## config.mk

```make
export PLATFORM = sky130hd
export DESIGN_NAME = qmr_skid
export DESIGN_NICKNAME = d
export VERILOG_FILES = /design/src/hw/rtl/qmr_pkg.sv /design/src/hw/rtl/qmr_skid.sv
export SDC_FILE = /design/constraint.sdc
export NUM_CORES = 1
export LEC_CHECK = 0
export BUFFER_PORTS_ARGS = -buffer_cell sky130_fd_sc_hd__buf_2
export CAP_MARGIN = 20
export CORE_MARGIN = 3
export CORE_UTILIZATION = 35
export CTS_BUF_LIST = sky130_fd_sc_hd__clkbuf_4 sky130_fd_sc_hd__clkbuf_8
export DETAILED_ROUTE_END_ITERATION = 10
export GPL_TIMING_DRIVEN = 1
export HOLD_SLACK_MARGIN = 0.12
export PLACE_DENSITY = 0.67
export SETUP_SLACK_MARGIN = 0.5
export SYNTH_ARGS = -nofsm -noshare
export SYNTH_HDL_FRONTEND = slang
export SYNTH_SLANG_ARGS = --single-unit
```

## constraint.sdc

```tcl
create_clock -name clk -period 16.49 [get_ports clk]
set_input_delay 0 -clock clk [delete_from_list [all_inputs] [get_ports clk]]
set_output_delay 0 -clock clk [all_outputs]
set_load 0.1 [all_outputs]
```

## src/hw/rtl/qmr_pkg.sv

```systemverilog
// Shared types, constants and term tables for the quaternion multiply/rotate core.
package qmr_pkg;

	localparam int COMP_W = 32;
	localparam int PROD_W = 2 * COMP_W;
	localparam int PAIR_W = PROD_W + 1;
	localparam int SUM_W  = PROD_W + 2;
	localparam int FRAC_W = 16;
	localparam int SHR_W  = SUM_W - FRAC_W;

	localparam logic [1:0] X_IDX = 2'd0;
	localparam logic [1:0] Y_IDX = 2'd1;
	localparam logic [1:0] Z_IDX = 2'd2;
	localparam logic [1:0] W_IDX = 2'd3;

	localparam logic [0:0] OP_MUL = 1'b0;
	localparam logic [0:0] OP_ROT = 1'b1;

	localparam logic signed [COMP_W-1:0] ONE     = 32'sh0001_0000;
	localparam logic signed [COMP_W-1:0] SAT_MAX = 32'sh7FFF_FFFF;
	localparam logic signed [COMP_W-1:0] SAT_MIN = 32'sh8000_0000;

	typedef logic [3:0][COMP_W-1:0] quat_t;

	typedef struct packed {
		logic  op;
		quat_t a;
		logic  ovf;
	} side_t;

	typedef struct packed {
		quat_t res;
		logic  ovf;
	} out_t;

	// Hamilton product p*q: component k sums p[TERM_P]*q[TERM_Q], negated where TERM_NEG.
	localparam logic [1:0] TERM_P [4][4] = '{
		'{W_IDX, X_IDX, Y_IDX, Z_IDX},
		'{W_IDX, Y_IDX, Z_IDX, X_IDX},
		'{W_IDX, Z_IDX, X_IDX, Y_IDX},
		'{W_IDX, X_IDX, Y_IDX, Z_IDX}
	};
	localparam logic [1:0] TERM_Q [4][4] = '{
		'{X_IDX, W_IDX, Z_IDX, Y_IDX},
		'{Y_IDX, W_IDX, X_IDX, Z_IDX},
		'{Z_IDX, W_IDX, Y_IDX, X_IDX},
		'{W_IDX, X_IDX, Y_IDX, Z_IDX}
	};
	localparam logic TERM_NEG [4][4] = '{
		'{1'b0, 1'b0, 1'b0, 1'b1},
		'{1'b0, 1'b0, 1'b0, 1'b1},
		'{1'b0, 1'b0, 1'b0, 1'b1},
		'{1'b0, 1'b1, 1'b1, 1'b1}
	};

	function automatic logic signed [PAIR_W-1:0] signed_term(
		input logic signed [PROD_W-1:0] v,
		input logic                     n
	);
		logic signed [PAIR_W-1:0] e;
		e = PAIR_W'(v);
		return n ? -e : e;
	endfunction

endpackage

```

## src/hw/rtl/qmr_skid.sv

```systemverilog
// Output register with skid slot; upstream ready comes from a flop.
module qmr_skid (
	input  logic          clk,
	input  logic          arst_n,
	input  logic          in_valid,
	output logic          in_ready,
	input  qmr_pkg::out_t in_data,
	output logic          out_valid,
	input  logic          out_ready,
	output qmr_pkg::out_t out_data
);
	import qmr_pkg::*;

	logic out_valid_q, skid_valid_q;
	out_t out_q, skid_q;

	always_ff @(posedge clk or negedge arst_n) begin
		if (!arst_n) begin
			out_valid_q  <= 1'b0;
			skid_valid_q <= 1'b0;
		end else if (out_ready || !out_valid_q) begin
			out_valid_q  <= skid_valid_q || in_valid;
			skid_valid_q <= 1'b0;
		end else if (in_valid && !skid_valid_q) begin
			skid_valid_q <= 1'b1;
		end
	end

	always_ff @(posedge clk) begin
		if (out_ready || !out_valid_q) begin
			out_q <= skid_valid_q ? skid_q : in_data;
		end else if (in_valid && !skid_valid_q) begin
			skid_q <= in_data;
		end
	end

	assign in_ready  = !skid_valid_q;
	assign out_valid = out_valid_q;
	assign out_data  = out_q;

endmodule

```

==> results of run 1 <==
==> power groups by stage <==
stage | registers [mW] | logic (mW) | clock network, mW
floorplan | 1.04 | 0.0676 | 0
global placement | 0.811 | 0.351 | 0
detailed placement | 0.812 | 0.353 | 0
CTS | 0.798 | 0.378 | 0.583
global route | 0.802 | 0.389 | 0.613
finish | 0.798 | 0.376 | 0.563
==> kinds of logic (layout without fill, tap and decap cells) <==
| logic type | count (synthesis) | in the layout | synth area share |
|---|---|---|---|
| other | 0 | 1 | 0 |
| buffers and inverters | 16 | 480 | 0.0146 |
| flip-flops | 260 | 260 | 0.803 |
| multiplexers | 129 | 129 | 0.179 |
| AND/OR/NAND/NOR | 5 | 5 | 0.00258 |
==> critical path, delay by kind of cell (launching register included) <==
family        cells  cell delay [ps]
simple gates      1              570
flops             1              400
buf+inv           1              850
==> flip-flops by register name (all words and copies together), names as in the netlist <==
name,count
out_data,129
out_valid,1
skid_q,129
skid_valid_q,1
==> repair_timing <==
item                                   4_1_cts  5_1_grt
setup buffers                                0        0
hold buffers                               132        0
endpoints found under the hold margin      262        0
==> worst max-delay path by stage <==
stage / from / end / slack (ps) / depth (start not counted)
2_1_floorplan: out_valid / skid_q[0] / 1640 / 2
6_report: out_valid / out_data[46] / 14130 / 2
4_1_cts: out_valid / out_data[14] / 14070 / 2
5_1_grt: out_valid / out_data[41] / 13950 / 2
3_5_place_dp: out_valid / out_data[68] / 14080 / 2
3_3_place_gp: out_valid / out_data[67] / 14110 / 2
==> layer usage <==
metal	wire, um	track usage	part of all wire	up-vias
met5	0	0	0	-
met3	1820	0.0581	0.090	52
met4	541	0.0497	0.027	0
met1	8120	0.160	0.40	2545
met2	9850	0.217	0.48	222
li1	-	-	-	2511
==> stage by stage <==
step	std cells	util
finish	1247	0.502
global placement	1035	0.421
detailed placement	1035	0.421
floorplan	410	-
CTS	1246	0.501
global route	1246	0.501
==> cell type report <==
class | count | area, um2
clock buffer | 58 | 717
multi-input combinational | 134 | 1780
clock inverter | 21 | 148
fill | 2207 | 13500
sequential | 260 | 7800
antenna | 1 | 2.50
inverter | 1 | 3.75
timing repair buffer | 400 | 2680
tap | 372 | 465
==> cell usage in the layout (no fill, tap or decap) <==
cell and count:
buf_4 5, nor2_1 2, clkinv_1 12, clkinvlp_4 3, nor3b_2 1, edfxtp_1 258, nand2b_4 1, diode_2 1
clkinv_2 4, clkbuf_4 13, nand2_1 1, mux2_2 52, bufinv_16 2, dfrtp_1 1, dfrtp_4 1, clkbuf_8 45
buf_2 263, mux2_4 77, inv_1 1, dlygate4sd3_1 132
==> results.json, run 1 <==
{
  "hold_path.class": "in -> reg",
  "rr_endpoint": "out_data[46]",
  "hold_viol_final": 0,
  "cts_tree": "done",
  "worst_pin_slew_ps": 1090,
  "synth_top_area_frac": 0.798,
  "p_per_area_nw_per_um2": 128,
  "clockRootBuffer": "clkbuf_8",
  "ir_worst_vdd_mv": 0.0979,
  "crit_fanout": 77,
  "r2r_cells": 2,
  "status": "finished, final reports clean",
  "syn2layout_area_growth_pct": 40.0,
  "grt_pass1_wl_um": 32400,
  "synth_cell_types": 11,
  "synth_flop_cell": "edfxtp_1",
  "avgRoutedWirePerCell_um": 16.3,
  "fin_tns_setup_ps": 0,
  "relSlewSlack": 0.275,
  "yosysTopAreaCell": "edfxtp_1",
  "via_count": 5330,
  "crit_path_end_kind": "flop",
  "fmax_mhz": 423,
  "placed_area_um2": 11400,
  "slowest_delay_ps": 850,
  "dieArea_um2": 29800,
  "fin_skew_ps": 11.8,
  "initial_core_util": 0.358,
  "drt-vias-per-instance": 4.27,
  "drt_iter0_markers": 230,
  "drv_cap": 0,
  "clkPwrFrac": 0.324,
  "min_from": "in_data[72]",
  "grt_pass1_vias": 5832,
  "synth_warnings": 0,
  "worstHoldPathCells": 2,
  "postLayoutCellArea_um2": 13600,
  "grt_setup_unrepaired": "false",
  "wl_um": 20300,
  "synthCells": 410,
  "reg2reg_from": "out_valid",
  "die_y_um": 173,
  "synth_edf_count": 258,
  "clkTransAtPathRegs_ps": 60,
  "place_congestion": 0.709,
  "ys_seq_area_frac": 0.803,
  "grtUsageTotal": 0.134,
  "drive_gt1_frac": 0.534,
  "p_leak_nw": 5.34,
  "p_seq_frac": 0.460,
  "whs_ps": 192,
  "holdPathEnd": "skid_q[72]",
  "start_kind": "flop",
  "cts_resized": 0,
  "io_buffers": 263,
  "critPathKind": "reg -> reg",
  "p_sw_frac": 0.315,
  "first_pass_iters": 5,
  "clk_latency_ps": 520,
  "cts_made_buffers": 44,
  "drc": 0,
  "synth-seq-cells": 260,
  "synth_fp_nets": 543,
  "setup_viol": 0,
  "ys_top_cells_by_area": "edfxtp_1, mux2_4, mux2_2",
  "fp.dieW_um": 173,
  "nNetsFinal": 974,
  "worst_path_max_delay_cell": "buf_4",
  "synth_area_um2": 9710,
  "power_mw": 1.74,
  "grt-ovfl-total": 0,
  "fin_crit_sh": 0.143,
  "ios": 264,
  "core-area_um2": 27100,
  "drv_slew": 0,
  "ys_top_cells_by_count": "edfxtp_1, mux2_4, mux2_2",
  "cts.path.max_buffers": 3,
  "avgSynthCellArea_um2": 23.7,
  "setup_slack_ps": 14130,
  "dp_slack_ps": 14080,
  "antenna_found_initial": 0,
  "path_cells": "nand2b_4, buf_4",
  "synthArstFlopShare": 0.00769,
  "ant_nets": 0,
  "synth_most_common_cell": "edfxtp_1",
  "required_ps": 16620,
  "rows": 60,
  "power.switching_mw": 0.548,
  "dp_hpwl_um": 12100,
  "regToRegSetupSlack_ps": 14130,
  "htree_levels": 2,
  "p_int_mw": 1.19,
  "cts_sinks": 260,
  "combPwrFrac": 0.216,
  "grt_max_degree": 78,
  "critical_path_arrival_ps": 2490,
  "min_period_ps": 2360
}
No activity file was read; power rests on OpenSTA's default activity.
==> run 2, diff against run 1 <==
--- a/config.mk
+++ b/config.mk
@@ -13,7 +13,7 @@
 export DETAILED_ROUTE_END_ITERATION = 10
 export GPL_TIMING_DRIVEN = 1
 export HOLD_SLACK_MARGIN = 0.12
-export PLACE_DENSITY = 0.67
+export PLACE_DENSITY = 0.69
 export SETUP_SLACK_MARGIN = 0.5
 export SYNTH_ARGS = -nofsm -noshare
 export SYNTH_HDL_FRONTEND = slang
==> constraint.sdc (replaced) <==
create_clock -name clk -period 2.1 [get_ports clk]
set_input_delay 0 -clock clk [delete_from_list [all_inputs] [get_ports clk]]
set_output_delay 0 -clock clk [all_outputs]
set_load 0.1 [all_outputs]
==> run 2 against run 1 <==
Compared with the run above:
- setup slack lost 14000 ps
- highest routed layer unchanged
- worst hold slack worse by 2.5 ps
- total power rose to 8.0 times the previous value
- first-iteration DRC count unchanged
- largest power group unchanged
- sequential power increased to 7.8 times the previous value
- register-to-register slack worse by 14000 ps
- critical path depth is 1 higher
- clock skew is 1.5 ps lower
- non-clock buffer count up 13
- clock-buffer cell count rose by 3
==> results.json, run 2 (synthesis results as in run 1) <==
{
  "place_congestion": 0.741,
  "holdPathEnd": "out_data[44]",
  "fmax_mhz": 643,
  "grt_pass1_wl_um": 33800,
  "io_buffers": 263,
  "r2r_cells": 3,
  "hold_viol_final": 0,
  "wl_um": 21400,
  "clkTransAtPathRegs_ps": 60,
  "ir_worst_vdd_mv": 0.661,
  "drv_slew": 0,
  "via_count": 5472,
  "grtUsageTotal": 0.141,
  "final_cell_mix": "buf_2, edfxtp_1, dlygate4sd3_1, mux2_4, mux2_2",
  "rows": 60,
  "critPathKind": "reg -> reg",
  "setup_slack_ps": 544,
  "power_mw": 13.9,
  "first_pass_iters": 5,
  "start_kind": "flop",
  "critical_path_arrival_ps": 1790,
  "fin_crit_sh": 0.741,
  "dieArea_um2": 29800,
  "seq_area_um2": 7800,
  "cts_made_buffers": 44,
  "avgRoutedWirePerCell_um": 16.9,
  "clkPwrFrac": 0.332,
  "dp_slack_ps": 490,
  "fin_tns_setup_ps": 0,
  "min_period_ps": 1560,
  "p_seq_frac": 0.450,
  "core-area_um2": 27100,
  "p_per_area_nw_per_um2": 1000,
  "nNetsFinal": 987,
  "grt-ovfl-total": 0,
  "fin_skew_ps": 10.2,
  "syn2layout_area_growth_pct": 43.2,
  "regToRegSetupSlack_ps": 540,
  "die_y_um": 173,
  "combPwrFrac": 0.219,
  "fp.dieW_um": 173,
  "drive_gt1_frac": 0.545,
  "rr_endpoint": "skid_q[35]",
  "worst_pin_slew_ps": 588,
  "fillers": 2174,
  "ios": 264,
  "crit_path_end_kind": "flop",
  "ant_nets": 0,
  "reg2reg_from": "skid_valid_q",
  "status": "finished, final reports clean",
  "cts_sinks": 260,
  "clk_latency_ps": 530,
  "p_int_mw": 9.57,
  "drt_iter0_markers": 230,
  "grt_max_degree": 90,
  "power.switching_mw": 4.34,
  "worstHoldPathCells": 3,
  "cts.path.max_buffers": 3,
  "hold_path.class": "in -> reg",
  "setup_viol": 0,
  "p_leak_nw": 5.48,
  "htree_levels": 2,
  "drv_cap": 0,
  "dp_hpwl_um": 13100,
  "relSlewSlack": 0.608,
  "multi_input_area_um2": 1790,
  "p_sw_frac": 0.312,
  "clockRootBuffer": "clkbuf_8",
  "antenna_found_initial": 1,
  "crit_fanout": 20,
  "drc": 0,
  "required_ps": 2330,
  "final_common_cell": "buf_2",
  "whs_ps": 190,
  "grt_setup_unrepaired": "false",
  "drt-vias-per-instance": 4.34,
  "grt_pass1_vias": 6053,
  "min_from": "out_ready",
  "initial_core_util": 0.358,
  "cts_tree": "done"
}
-- run 2: worst max path at each step --
stage | start | endpoint | slack, ps
CTS | skid_valid_q | skid_q[35] | 500
detailed placement | skid_valid_q | out_data[20] | 490
global route | skid_valid_q | skid_q[35] | 500
floorplan | out_valid | skid_q[0] | -3280
finish | skid_valid_q | skid_q[35] | 540
global placement | skid_valid_q | out_data[20] | 510
-- run 2: per-layer routing --
metal | part of all wire | global-route usage | vias up
li1 | - | - | 2545
met1 | 0.40 | 0.166 | 2637
met2 | 0.49 | 0.235 | 226
met3 | 0.079 | 0.0479 | 64
met4 | 0.039 | 0.0608 | 0
met5 | 0 | 0 | -
-- run 2: stage by stage --
stage / instance area, um2 / util / cells
after floorplan: 9730 / - / 410
after global placement: 11500 / 0.426 / 1041
after detailed placement: 11500 / 0.426 / 1041
after CTS: 13900 / 0.512 / 1258
after global routing: 13900 / 0.513 / 1261
final: 13900 / 0.513 / 1261
-- run 2: what timing repair did --
item	CTS	global route
gates resized for setup	4	0
endpoints found under the setup margin	32	47
buffers inserted	4	2
hold endpoints to repair	262	0
hold buffers	132	0
cloned	1	0
-- run 2: area by class of cell --
class,count,area share
tap,372,0.0335
inverter,1,0.000270
clock buffer,61,0.0532
antenna,1,0.000180
sequential,260,0.562
timing repair buffer,413,0.211
multi-input combinational,134,0.129
clock inverter,19,0.0119
-- run 2: power by group through the flow --
stage                     Clock, mW  Sequential (mW)  Combinational [mW]
after global placement            0             6.35                2.80
after floorplan                   0             8.12               0.536
final                          4.61             6.25                3.04
after CTS                      4.79             6.25                3.05
after global routing           5.03             6.28                3.14
after detailed placement          0             6.36                2.82
-- run 2: worst max-delay path: stages, from the launching register on --
cell       delay, ps
dfrtp_4          540
nor3b_4          210
buf_6            180
bufbuf_16        330
